**config.mk**
```make
export PLATFORM = sky130hd
export DESIGN_NAME = dbpm_out
export DESIGN_NICKNAME = d
export VERILOG_FILES = /design/src/hdl/dbpm_pkg.sv /design/src/hdl/dbpm_out.sv
export VERILOG_INCLUDE_DIRS = /design/src /design/src/hdl
export SDC_FILE = /design/constraint.sdc
export NUM_CORES = 1
export LEC_CHECK = 0
export BUFFER_PORTS_ARGS = -buffer_cell sky130_fd_sc_hd__buf_2
export CORE_MARGIN = 2
export CORE_UTILIZATION = 53
export DETAILED_ROUTE_END_ITERATION = 12
export GPL_ROUTABILITY_DRIVEN = 0
export PLACE_DENSITY = 0.89
export SETUP_SLACK_MARGIN = 0.1
export SYNTH_ARGS = -nofsm -noshare
export SYNTH_HDL_FRONTEND = slang
export SYNTH_SLANG_ARGS = --single-unit
export TNS_END_PERCENT = 50
```
**constraint.sdc**
```tcl
create_clock -name clk_i -period 8.45 [get_ports clk_i]
set_input_delay 0.845 -clock clk_i [delete_from_list [all_inputs] [get_ports clk_i]]
set_output_delay 0.845 -clock clk_i [all_outputs]
set_load 0.1 [all_outputs]
```
**src/hdl/assert_macros.svh**
```systemverilog
// Assertion helpers shared by the RTL modules.
`ifndef ASSERT_MACROS_SVH
`define ASSERT_MACROS_SVH

// Property checked at every clock edge outside reset.
`define DBPM_ASSERT(lbl, clk, rstn, prop) \
  lbl: assert property (@(posedge clk) disable iff (!(rstn)) (prop)) \
    else $error("dbpm assertion failed");

// Consequent must hold in the cycle after the antecedent.
`define DBPM_ASSERT_NEXT(lbl, clk, rstn, ante, cons) \
  lbl: assert property (@(posedge clk) disable iff (!(rstn)) (ante) |=> (cons)) \
    else $error("dbpm assertion failed");

`endif

```
**src/hdl/dbpm_pkg.sv**
```systemverilog
`timescale 1ns / 1ps
package dbpm_pkg;

  localparam int unsigned OUT_W = 13;
  localparam int unsigned SYM_W = 8;

  localparam logic [SYM_W-1:0] SYM_OPEN  = 8'h28;
  localparam logic [SYM_W-1:0] SYM_CLOSE = 8'h29;

  localparam logic KIND_PAIR    = 1'b0;
  localparam logic KIND_SUMMARY = 1'b1;

  typedef enum logic [2:0] {
    ST_OK              = 3'd0,
    ST_UNMATCHED_CLOSE = 3'd1,
    ST_UNCLOSED_OPEN   = 3'd2,
    ST_STACK_OVERFLOW  = 3'd3,
    ST_LENGTH_OVERFLOW = 3'd4
  } status_e;

  // Results caused by one accepted transaction, minus the popped position,
  // which arrives in the next cycle from the stack memory.
  typedef struct packed {
    logic             pair;
    logic             summ;
    logic [OUT_W-1:0] close_pos;
    status_e          pair_status;
    logic [OUT_W-1:0] sum_len;
    status_e          sum_status;
  } item_t;

endpackage

```
**src/hdl/dbpm_out.sv**
```systemverilog
`timescale 1ns / 1ps
module dbpm_out
  import dbpm_pkg::*;
(
  input  logic             clk_i,
  input  logic             rst_ni,
  input  logic             accept_i,
  input  item_t            item_i,
  input  logic [OUT_W-1:0] open_pos_i,
  output logic             busy_o,
  output logic             out_valid_o,
  input  logic             out_stall_i,
  output logic             kind_o,
  output logic [OUT_W-1:0] open_position_o,
  output logic [OUT_W-1:0] close_position_o,
  output logic [OUT_W-1:0] structure_length_o,
  output logic [2:0]       status_o,
  output logic             last_result_o
);

  `include "assert_macros.svh"

  // Stage one waits for the stack read; the output stage presents results.
  logic             s1_valid_q, s1_valid_d;
  item_t            s1_q;
  logic             o_valid_q, o_valid_d;
  item_t            o_q;
  logic [OUT_W-1:0] o_open_q;
  logic             phase_pair_q, phase_pair_d;
  logic             out_acc, out_done, o_free, s1_adv;

  assign out_acc  = o_valid_q && !out_stall_i;
  assign out_done = out_acc && (!phase_pair_q || !o_q.summ);
  assign o_free   = !o_valid_q || out_done;
  assign s1_adv   = s1_valid_q && o_free;
  assign busy_o   = s1_valid_q && !o_free;

  always_comb begin
    s1_valid_d = s1_valid_q;
    if (s1_adv) s1_valid_d = 1'b0;
    if (accept_i && (item_i.pair || item_i.summ)) s1_valid_d = 1'b1;

    o_valid_d    = o_valid_q;
    phase_pair_d = phase_pair_q;
    if (out_done) o_valid_d = 1'b0;
    if (out_acc && phase_pair_q) phase_pair_d = 1'b0;
    if (s1_adv) begin
      o_valid_d    = 1'b1;
      phase_pair_d = s1_q.pair;
    end
  end

  always_ff @(posedge clk_i or negedge rst_ni) begin
    if (!rst_ni) begin
      s1_valid_q   <= 1'b0;
      o_valid_q    <= 1'b0;
      phase_pair_q <= 1'b0;
    end else begin
      s1_valid_q   <= s1_valid_d;
      o_valid_q    <= o_valid_d;
      phase_pair_q <= phase_pair_d;
    end
  end

  always_ff @(posedge clk_i) begin
    if (accept_i) begin
      s1_q <= item_i;
    end
    if (s1_adv) begin
      o_q      <= s1_q;
      o_open_q <= open_pos_i;
    end
  end

  always_comb begin
    out_valid_o = o_valid_q;
    if (phase_pair_q) begin
      kind_o             = KIND_PAIR;
      open_position_o    = o_open_q;
      close_position_o   = o_q.close_pos;
      structure_length_o = o_q.close_pos;
      status_o           = o_q.pair_status;
      last_result_o      = !o_q.summ;
    end else begin
      kind_o             = KIND_SUMMARY;
      open_position_o    = '0;
      close_position_o   = '0;
      structure_length_o = o_q.sum_len;
      status_o           = o_q.sum_status;
      last_result_o      = 1'b1;
    end
  end

  `DBPM_ASSERT(a_out_nonempty, clk_i, rst_ni, !o_valid_q || o_q.pair || o_q.summ)
  `DBPM_ASSERT(a_pair_phase, clk_i, rst_ni, !(o_valid_q && phase_pair_q) || o_q.pair)
  `DBPM_ASSERT_NEXT(a_pop_staged, clk_i, rst_ni, accept_i && item_i.pair, s1_valid_q && s1_q.pair)

endmodule

```
======== Word-level counts from Yosys, hierarchy flattened ========
Index checks and enable logic that the tools add are counted.
word-level totals
  flip-flop bits (word level) ............. 83
  input port bits ......................... 51
  output and inout bits ................... 46
  word-level logic and storage cells ...... 44
cells by class
  multiplexer cells ....................... 12
  reductions and logical operators ........ 17
operator list
  kind               count
  $mux 13            3
  $mux 1             8
  $logic_and 1x1->1  6
  $reduce_bool 2->1  3
  $logic_not 1->1    5
  $logic_or 1x1->1   3
  $mux 3             1

======== Longest topological paths before layout ========
  word-level depth ........................ 7
  depth in mapped cells ................... 3
  gate-level depth less buffers ........... 3

======== Worst setup path after synthesis ========
OpenSTA, ideal clock, no wires.
  path type ............................... input port to flip-flop
  from .................................... input out_stall_i
  to ...................................... register o_open_q[0] (enable)
  arrival ................................. 3.312 ns
  required time ........................... 7.985 ns
  slack ................................... 4.673 ns
  cell stages on the path ................. 2
  buffers on the path ..................... 0
  cell sequence ........................... a21o_2 -> a21oi_1
between the ends
  word-level cells in the longest chain between the ends .. 5
ends and longest elaborated chain
  element                 line            text
  start: declaration      dbpm_out.sv:12  input logic out_stall_i,
  $logic_not 1->1         dbpm_out.sv:32  assign out_acc = o_valid_q && !out_stall_i;
  $logic_and 1x1->1       dbpm_out.sv:32
  $logic_and 1x1->1       dbpm_out.sv:33  assign out_done = out_acc && (!phase_pair_q || !o_q.summ);
  $logic_or 1x1->1        dbpm_out.sv:34  assign o_free = !o_valid_q || out_done;
  $logic_and 1x1->1       dbpm_out.sv:35  assign s1_adv = s1_valid_q && o_free;
  end signal: assignment  dbpm_out.sv:71  o_open_q <= open_pos_i;
  end: declaration        dbpm_out.sv:28  logic [OUT_W-1:0] o_open_q;
No other way between the ends.
A chain may end at the register's enable or synchronous reset.

======== Worst setup path after layout ========
  from .................................... register phase_pair_q
  to ...................................... output structure_length_o[0]
between the ends
  word-level cells in the longest chain between the ends .. 1
ends and longest elaborated chain
  element                   line            text
  start: declaration        dbpm_out.sv:29  logic phase_pair_q, phase_pair_d;
  start signal: assignment  dbpm_out.sv:61  phase_pair_q <= phase_pair_d;
  $mux 13                   dbpm_out.sv:77  if (phase_pair_q) begin
  end: declaration          dbpm_out.sv:16  output logic [OUT_W-1:0] structure_length_o,
No other way between the ends.

==> run metrics <==
status completed; DRT iter0 DRCs 72; filler instances 377; IO Pins 97; area of the core 5405 µm²; Buf+Inv Stages, Crit Path 2; Distinct cells, synth 20; Remaining Overflow, GRT 0; CP cell instances inv_2 -> a21o_2 -> buf_2; Async SR Flop Fraction 3.614%; Hold WC Path Type in2async; final hold violation count 0; H-tree levels 3; CP max-delay cell dfrtp_1; Max transition margin 40.08%; first-pass GRT wire length 7.065 mm; Synth Register Bits 83; Synth area leaders edfxtp_1, a21o_1, and2_1; main combinational cell family by area after synthesis simple AND/OR/NAND/NOR gates; Tightest Pin Transition 0.8988 ns; post-CTS sizing 0; clock root buffer master clkbuf_8; fin nets 299; Die X 78.26 µm; initial antenna violation count 0; fmax 330.4 MHz; Synth Net Count 195; largest net degree at the start of global routing 47; Setup crit end kind output pin; Cells after Synth 144; synth warn 0; Worst-path clk slew 0.07 ns; startpoint types flip-flop; count leader, synth edfxtp_1; vias per cell 4.830; Rows 27; drt drc 0; Crit Path Max Fanout 34; Period minus WS final 3.026 ns; Slew Viols, Final 0; setup_tns 0 ns; CP arrival 2.18 ns; final core utilization 67.43%; Worst path depth 3; crit-path max cell delay 0.94 ns; vias in the first global route 1514; DIE HEIGHT 78.26 µm; Antenna Cells 0; Inserted Clock Buffers 9; reg2reg path depth 3; worst skew pair latency 0.33 ns; largest area contributor in the netlist edfxtp_1; delay-heaviest family, CP flip-flops; Pre-Repair DR Iteration Count 4; period utilization 35.82%; register area 2477 µm²; Worst Path Required 7.61 ns; Post-CTS Setup Bufs 0; compound-gate portion of the synthesized area 5.180%; I/O Buffers 96; layout cells sized above 1 52.19%; multiplexer share of the synthesized area 1.498%; Die Footprint 6125 µm²; adder-cell share of the synthesized area 0%; Seq/Total Area, Yosys 84.76%; Routed Antenna Nets 0; TritonCTS sink count 83; WS Path Type reg2out; total global-route track usage 15.91%; DP HPWL 3.159 mm; Initial Util 54.07%; Syn Area/Cell 20.30 µm²; Max Cap Viol 0; Final setup viols 0; clock skew 0.006233 ns; via count 1560; post-synthesis simple-gate area fraction 6.978%; RSZ-0062 raised after global routing no; most frequent cells after synthesis edfxtp_1, and2_1, a21o_1, and2_2, and2_4; maximum clock path buffer count 2; WL final 4.595 mm; post-synth top area share 82.19%; prevailing post-synth register cell edfxtp_1; Wirelength per Cell 14.23 µm; CTS tree built; post-cts hold buffer count 0; post-synthesis cell area 2923 µm²; number of flops mapped to enable cells by yosys 80; Synth Area in XOR/XNOR 0%; Area Overhead vs Synth 24.70%; Multi-input gate area 410.4 µm²
==> logic make-up after synthesis <==
| kind of cell | after synthesis |
|---|---|
| and+or+nand+nor | 31 |
| DFF | 83 |
| buffers and inverters | 6 |
| AOI/OAI and AO/OA | 20 |
| muxes | 4 |
==> flip-flops by register name (all words and copies together) (netlist names) <==
register / count
s1_q: 34
o_q: 33
o_open_q: 13
out_valid_o: 1
phase_pair_q: 1
s1_valid_q: 1
==> stage by stage <==
step	cells	instance area [µm²]	setup WS (ns)	hold slack (ns)
after floorplan	144	2923	4.673	0.4003
after global placement	309	3473	5.789	0.4004
after detailed placement	309	3473	5.726	0.4045
after CTS	323	3645	5.347	0.2775
after global routing	323	3645	5.146	0.2758
final	323	3645	5.424	0.2936
==> final timing paths <==
kind                                               start                      end  slack (ns)
max in group asynchronous                         rst_ni  out_valid_o$_DFFE_PN0P_        8.05
worst min-delay path                              rst_ni   s1_valid_q$_DFFE_PN0P_        0.29
min in group clk_i                    s1_q[17]$_DFFE_PP_        o_q[17]$_DFFE_PP_        0.42
worst min register to register        s1_q[17]$_DFFE_PP_        o_q[17]$_DFFE_PP_        0.42
worst max-delay path            phase_pair_q$_DFFE_PN0P_    structure_length_o[0]        5.42
worst max register to register  phase_pair_q$_DFFE_PN0P_        o_q[19]$_DFFE_PP_        6.36
==> area by class of cell <==
type                       instances  area share (%)
inverter                           2          0.2060
clock inverter                     4           1.202
tap                               72           2.472
multi-input combinational         55           11.26
timing repair buffer              97           13.39
sequential                        83           67.97
clock buffer                      10           3.502
==> routing by layer <==
layer | track usage (%) | part of all wire, %
met3 | 7.471 | 11
met4 | 5.965 | 1.0
met5 | 0 | 0
met1 | 17.53 | 37
met2 | 26.90 | 51
==> cell usage in the layout (no fill, tap or decap) <==
| cell type | n |
|---|---|
| a21o_1 | 11 |
| a21o_2 | 3 |
| a21oi_4 | 1 |
| a2bb2oi_1 | 1 |
| and2_1 | 13 |
| and2_2 | 8 |
| and2_4 | 5 |
| buf_2 | 96 |
| buf_4 | 1 |
| bufinv_16 | 1 |
| clkbuf_1 | 1 |
| clkbuf_8 | 9 |
| clkinv_1 | 1 |
| clkinv_2 | 2 |
| dfrtp_1 | 3 |
| edfxtp_1 | 80 |
| inv_1 | 1 |
| inv_2 | 1 |
| mux2_2 | 3 |
| mux2i_1 | 1 |
| nand2_1 | 4 |
| nor2_1 | 1 |
| o21ai_0 | 2 |
| o21ai_2 | 1 |
| o32a_1 | 1 |
Power is not shown: default switching activity piles up to over one toggle a cycle in this logic, so the estimate is an artifact.
