### src/hdl/assert_macros.svh
// Assertion helpers shared by the RTL modules.
`ifndef ASSERT_MACROS_SVH
`define ASSERT_MACROS_SVH

// Property checked at every clock edge outside reset.
`define DBPM_ASSERT(lbl, clk, rstn, prop) \
  lbl: assert property (@(posedge clk) disable iff (!(rstn)) (prop)) \
    else $error("dbpm assertion failed");

// Consequent must hold in the cycle after the antecedent.
`define DBPM_ASSERT_NEXT(lbl, clk, rstn, ante, cons) \
  lbl: assert property (@(posedge clk) disable iff (!(rstn)) (ante) |=> (cons)) \
    else $error("dbpm assertion failed");

`endif

### src/hdl/dbpm_pkg.sv
`timescale 1ns / 1ps
package dbpm_pkg;

  localparam int unsigned OUT_W = 13;
  localparam int unsigned SYM_W = 8;

  localparam logic [SYM_W-1:0] SYM_OPEN  = 8'h28;
  localparam logic [SYM_W-1:0] SYM_CLOSE = 8'h29;

  localparam logic KIND_PAIR    = 1'b0;
  localparam logic KIND_SUMMARY = 1'b1;

  typedef enum logic [2:0] {
    ST_OK              = 3'd0,
    ST_UNMATCHED_CLOSE = 3'd1,
    ST_UNCLOSED_OPEN   = 3'd2,
    ST_STACK_OVERFLOW  = 3'd3,
    ST_LENGTH_OVERFLOW = 3'd4
  } status_e;

  // Results caused by one accepted transaction, minus the popped position,
  // which arrives in the next cycle from the stack memory.
  typedef struct packed {
    logic             pair;
    logic             summ;
    logic [OUT_W-1:0] close_pos;
    status_e          pair_status;
    logic [OUT_W-1:0] sum_len;
    status_e          sum_status;
  } item_t;

endpackage

### src/hdl/dbpm_front.sv
`timescale 1ns / 1ps
module dbpm_front
  import dbpm_pkg::*;
#(
  parameter int unsigned MAX_LENGTH  = 4096,
  parameter int unsigned STACK_DEPTH = 2048,
  parameter int unsigned PW          = 13,
  parameter int unsigned CW          = 12,
  parameter int unsigned AW          = 11
) (
  input  logic             clk_i,
  input  logic             rst_ni,
  input  logic             accept_i,
  input  logic [SYM_W-1:0] symbol_i,
  input  logic             last_symbol_i,
  output logic             we_o,
  output logic [AW-1:0]    waddr_o,
  output logic [PW-1:0]    wdata_o,
  output logic             re_o,
  output logic [AW-1:0]    raddr_o,
  output item_t            item_o
);

  `include "assert_macros.svh"

  logic [PW-1:0] pos_q, pos_d, pos_inc;
  logic [CW-1:0] stk_q, stk_d, stk_dec;
  status_e       err_q, err_d, err_fin;
  logic          len_ok, stk_full;

  assign pos_inc  = pos_q + PW'(1);
  assign stk_dec  = stk_q - CW'(1);
  assign len_ok   = (pos_q < PW'(MAX_LENGTH));
  assign stk_full = (stk_q >= CW'(STACK_DEPTH));

  assign waddr_o = stk_q[AW-1:0];
  assign raddr_o = stk_dec[AW-1:0];
  assign wdata_o = pos_inc;

  always_comb begin
    pos_d   = pos_q;
    stk_d   = stk_q;
    err_d   = err_q;
    err_fin = err_q;
    we_o    = 1'b0;
    re_o    = 1'b0;
    item_o  = '0;
    item_o.close_pos   = OUT_W'(pos_inc);
    item_o.pair_status = err_q;
    if (accept_i) begin
      if (!len_ok) begin
        if (err_d == ST_OK) err_d = ST_LENGTH_OVERFLOW;
      end else begin
        pos_d = pos_inc;
        if (symbol_i == SYM_OPEN) begin
          if (stk_full) begin
            if (err_d == ST_OK) err_d = ST_STACK_OVERFLOW;
          end else begin
            we_o  = 1'b1;
            stk_d = stk_q + CW'(1);
          end
        end else if (symbol_i == SYM_CLOSE) begin
          if (stk_q == '0) begin
            if (err_d == ST_OK) err_d = ST_UNMATCHED_CLOSE;
          end else begin
            re_o        = 1'b1;
            stk_d       = stk_dec;
            item_o.pair = 1'b1;
          end
        end
      end
      if (last_symbol_i) begin
        err_fin = err_d;
        if (stk_d != '0 && err_fin == ST_OK) err_fin = ST_UNCLOSED_OPEN;
        item_o.summ       = 1'b1;
        item_o.sum_len    = OUT_W'(pos_d);
        item_o.sum_status = err_fin;
        // The structure is complete, so start the next one from scratch.
        pos_d = '0;
        stk_d = '0;
        err_d = ST_OK;
      end
    end
  end

  always_ff @(posedge clk_i or negedge rst_ni) begin
    if (!rst_ni) begin
      pos_q <= '0;
      stk_q <= '0;
      err_q <= ST_OK;
    end else begin
      pos_q <= pos_d;
      stk_q <= stk_d;
      err_q <= err_d;
    end
  end

  `DBPM_ASSERT(a_stack_bound, clk_i, rst_ni, stk_q <= CW'(STACK_DEPTH))
  `DBPM_ASSERT_NEXT(a_error_sticks, clk_i, rst_ni,
                    accept_i && !last_symbol_i && err_q != ST_OK, err_q == $past(err_q))

endmodule

### config.mk
export PLATFORM = sky130hd
export DESIGN_NAME = dbpm_front
export DESIGN_NICKNAME = d
export VERILOG_FILES = /design/src/hdl/dbpm_pkg.sv /design/src/hdl/dbpm_front.sv
export VERILOG_INCLUDE_DIRS = /design/src /design/src/hdl
export SDC_FILE = /design/constraint.sdc
export NUM_CORES = 1
export LEC_CHECK = 0
export BUFFER_PORTS_ARGS = -buffer_cell sky130_fd_sc_hd__buf_2
export CAP_MARGIN = 20
export CORE_UTILIZATION = 45
export CTS_CLUSTER_DIAMETER = 200
export CTS_CLUSTER_SIZE = 8
export DETAILED_ROUTE_END_ITERATION = 8
export HOLD_SLACK_MARGIN = 0.12
export PLACE_DENSITY = 0.72
export SYNTH_ARGS = -nofsm -noshare
export SYNTH_HDL_FRONTEND = slang
export SYNTH_SLANG_ARGS = --single-unit
### constraint.sdc
create_clock -name clk_i -period 6.5 [get_ports clk_i]
set_input_delay 0.975 -clock clk_i [delete_from_list [all_inputs] [get_ports clk_i]]
set_output_delay 0.975 -clock clk_i [all_outputs]
set_load 0.01 [all_outputs]
==> After elaboration in Yosys (flattened, before gate mapping) <==
Index checks and enable logic that the tools add are counted.
{ "totals": {"ramBits": 0, "regBits": 28, "rom_bits": 0, "latch_bits": 0, "n_memories": 0} }
{ "classes": {"eq_ne": 2, "bitwise_logic": 0, "add_sub_neg": 3, "shifts": 0, "n_mul": 0, "div_mod_pow": 0, "magnitude_cmp": 2, "muxes": 33, "n_reduce_logical": 5} }
{ "ops": {"columns": ["cell", "n"], "rows": [
  ["2-to-1 mux 12 bit", 7],
  ["2-to-1 mux 3 bit", 11],
  ["2-to-1 mux 16 bit", 2],
  ["2-to-1 mux 13 bit", 2],
  ["equality test 8 x 6 -> 1 bit (second input constant)", 2],
  ["adder 13 x 1 -> 13 bit (second input constant)", 1],
  ["less-than comparator 13 bit (second input constant)", 1],
  ["adder 12 x 1 -> 12 bit (second input constant)", 1],
  [">= comparator 12 bit (second input constant)", 1],
  ["zero test 12 bit", 1],
  ["nonzero test 12 bit", 1],
  ["subtractor 12 x 1 -> 12 bit (second input constant)", 1],
  ["2-to-1 mux 1 bit", 10],
  ["zero test 3 bit", 2],
  ["2-to-1 mux 2 bit", 1],
  ["logical AND 1 bit", 1]
]} }

==> Logic depth before layout (Yosys ltp) <==
{ "depth": {"word_depth": 12, "mapped_depth": 9} }

==> Worst setup path before layout <==
Ideal clock, no wire load.
{ "synth_path": {"path_kind": "input -> output", "startpoint": "input symbol_i[4]", "endpoint": "output item_o[1] (netlist bit)", "t_required_ns": 5.525, "cell_stages": 7, "arrival_ns": 3.001, "slack_ns": 2.524, "n_path_buf": 1, "cell_sequence": "or4_4 -> or4_4 -> buf_6 -> or4_1 -> nand3_1 -> nor3_1 -> a31oi_1"} }
{ "synth_rtl": {"columns": ["element", "line_no", "source"], "rows": [
  ["start, declared", "dbpm_front.sv:14", "input logic [SYM_W-1:0] symbol_i,"],
  ["end, declared", "dbpm_front.sv:21", "output item_t item_o"]
]} }

==> reports/summary.txt <==
PnR Total Power: 345 uW
Total Wirelength: 6930 um
fin crit share: 66.9%
RSZ-0062 raised after global routing: no
async set-reset flop share out of synthesis: 100%
CP max stage delay: 590 ps
vias in the first global route: 2272
clock skew: 2.47 ps
CTS sink count: 28
CTS tree: yes
hold depth: 2
DP HPWL: 5100 um
Max-slew headroom: 48.8%
Startpoint Class: input pin
top-area cell type share of the netlist area: 27.7%
Worst Path Max Fanout: 11
GP Congestion: 0.963
fmax: 230 MHz
placed cell area: 0.00275 mm2
FF-to-FF path depth: 8
initial core utilization: 48.0%
Overflow after GRT: 0
first-pass GRT wire length: 11300 um
largest net degree at the start of global routing: 29
Synth Flop Type: dfrtp_1
clock buffer depth: 2
cell count after synthesis: 342
VDD IR-drop max: 0.139 mV
final setup margin: 2150 ps
top post-synthesis cells by area: dfrtp_1, buf_4, xnor2_1
Vias per Instance: 5.82
routed len/inst: 15.4 um
die span in x: 77.0 um
required time of the critical path: 5520 ps
Slew @ Worst Pin: 766 ps
final instance area: 0.00280 mm2
status: complete, no violations
final hold violations: 0
flops & latches, synth: 28
Detail Route Antenna Nets: 0
yosys warns: 0
diodes inserted: 0
Final TNS setup: 0 ps
Setup Buffers After CTS: 0
Unique masters post-synth: 44
total CTS buffers: 3
Mapped Nets: 359
H-tree levels: 1
Slowest-stage cell, CP: or4_4
Die ar.: 0.00593 mm2
crit-path cells: buf_2, or4_4, or4_4, nor3_1, xnor2_1, nand2b_1, nor4_1, a31oi_1, buf_2
Mapped Area: 0.00253 mm2
Crit. End Element: primary output
clk_lat worst skew: 270 ps
Synth area leader: dfrtp_1
port bufs: 82
Placeable Area: 0.00527 mm2
Worst Hold Class: reg -> reg
CTS hold repair buffers: 0
area grow syn2layout: 10.8%
fin. max-slew vios: 0
die height: 77.0 um
Total Routing Usage GR: 23.8%
DRT Pass-1 Iters: 5
layout cells sized above 1: 24.8%
Final Setup Violations: 0
# rows: 26
Tmin final: 4350 ps
Reg clk slew, reported paths: 100 ps
maxcap violations: 0
Avg Synthesized Cell Area: 7.40 um2
Iter 0 DRT Violations: 288
pre-CTS setup slack: 2200 ps
Worst EP arrival: 3380 ps
initial antenna violation count: 0
Final #Nets: 397
crit path kind: in -> out
post_cts resized: 0
Post-synth EDFFs: 0
pwr dens: 123 mW/mm2
I/O pin count: 83
Leak: 0.00135 uW
Clock Tree Root: clkbuf_8
Vias: 2615
DRC Markers: 0
post-synthesis sequential area ratio: 27.7%
==> state kept, by name, summed over array words and instances (netlist names) <==
name   flops
stk_q     12
err_q      3
pos_q     13
==> final timing paths <==
| path | startpoint | endpoint | slack, ps |
|---|---|---|---|
| min reg2reg | err_q[0]$_DFFE_PN0P_ | err_q[0]$_DFFE_PN0P_ | 590 |
| max in group asynchronous | rst_ni | stk_q[4]$_DFFE_PN0P_ | 5370 |
| min in group asynchronous | rst_ni | stk_q[1]$_DFFE_PN0P_ | 710 |
| min | err_q[0]$_DFFE_PN0P_ | err_q[0]$_DFFE_PN0P_ | 590 |
| max | symbol_i[4] | item_o[1] | 2150 |
| max reg2reg | stk_q[0]$_DFFE_PN0P_ | stk_q[4]$_DFFE_PN0P_ | 3910 |
==> cell families (layout without fill, tap and decap cells) <==
| group | count (synthesis) | count (layout) | share of synthesized area (%) |
|---|---|---|---|
| buffers and inverters | 64 | 101 | 13.6 |
| and+or+nand+nor | 137 | 137 | 25.7 |
| muxes | 2 | 2 | 0.841 |
| xor gates and xnor gates | 33 | 33 | 11.4 |
| DFF | 28 | 28 | 27.7 |
| adders and majority gates | 5 | 5 | 2.47 |
| AOI/OAI and AO/OA | 73 | 73 | 18.3 |
==> per-layer routing <==
| metal | up-vias | wire (um) | GRT usage (%) |
|---|---|---|---|
| li1 | 1236 | - | - |
| met1 | 1234 | 3230 | 35.7 |
| met2 | 137 | 3080 | 34.9 |
| met3 | 8 | 526 | 3.45 |
| met4 | 0 | 95 | 6.98 |
| met5 | - | 0 | 0 |
==> layout make-up <==
type                       instances  area (um2)
clock buffer                       4        55.1
fill                             520        2470
inverter                          13        48.8
multi-input combinational        250        1490
sequential                        28         701
tap                               70        87.6
timing repair buffer              84         425
==> report_power, final <==
group | internal (uW) | switching (uW) | total [uW]
Clock | 54.3 | 54.8 | 109
Sequential | 177 | 4.76 | 181
Combinational | 19.5 | 34.6 | 54.1
Total | 250 | 94.2 | 345
==> worst max-delay path, delay by kind of cell <==
family / cells / cell delay (ps)
XOR/XNOR: 1 / 200
buffers and inverters: 2 / 260
AND/OR/NAND/NOR: 5 / 1780
AO/OA/AOI/OAI: 1 / 160
==> placed cells by master (no fill, tap or decap), types with 3 or more instances in the layout <==
cell type / Yosys / final
nand2_1: 40 / 40
a21oi_1: 9 / 9
a31oi_1: 7 / 7
nor4_1: 7 / 7
nor2_1: 41 / 41
xnor2_1: 19 / 19
nand3_1: 13 / 13
buf_2: 2 / 82
nor3_1: 11 / 11
inv_1: 12 / 12
nand4_1: 3 / 3
dfrtp_1: 28 / 28
and3_1: 6 / 6
o22ai_1: 4 / 4
a22o_1: 7 / 7
ha_1: 5 / 5
o21ai_0: 30 / 30
clkbuf_8: 0 / 4
xor2_1: 14 / 14
o31ai_1: 3 / 3
o2bb2ai_1: 4 / 4
==> Yosys cell counts, types with 2 or more instances <==
cell,instances
nor4_1,7
or4_4,2
and4_1,2
o31ai_1,3
nor2_1,41
nand3_1,13
o2bb2ai_1,4
inv_1,12
ha_1,5
o22ai_1,4
and2_1,2
nand4_1,3
or3_1,2
o21ai_0,30
nand2b_1,2
xnor2_1,19
nor3_1,11
buf_4,25
a32oi_1,2
clkbuf_1,20
nand2_1,40
xor2_1,14
a21oi_1,9
a41oi_1,2
dfrtp_1,28
buf_2,2
a31oi_1,7
a22oi_1,2
a22o_1,7
buf_1,3
and3_1,6
==> per-stage QoR <==
stage / hold WS, ps / cells / utilization, %
global placement: 546 / 445 / 52.1
finish: 591 / 449 / 53.2
detailed placement: 561 / 445 / 52.1
CTS: 586 / 449 / 53.2
floorplan: 534 / 342 / -
global route: 649 / 449 / 53.2
Power figures use the tool's default switching activity.
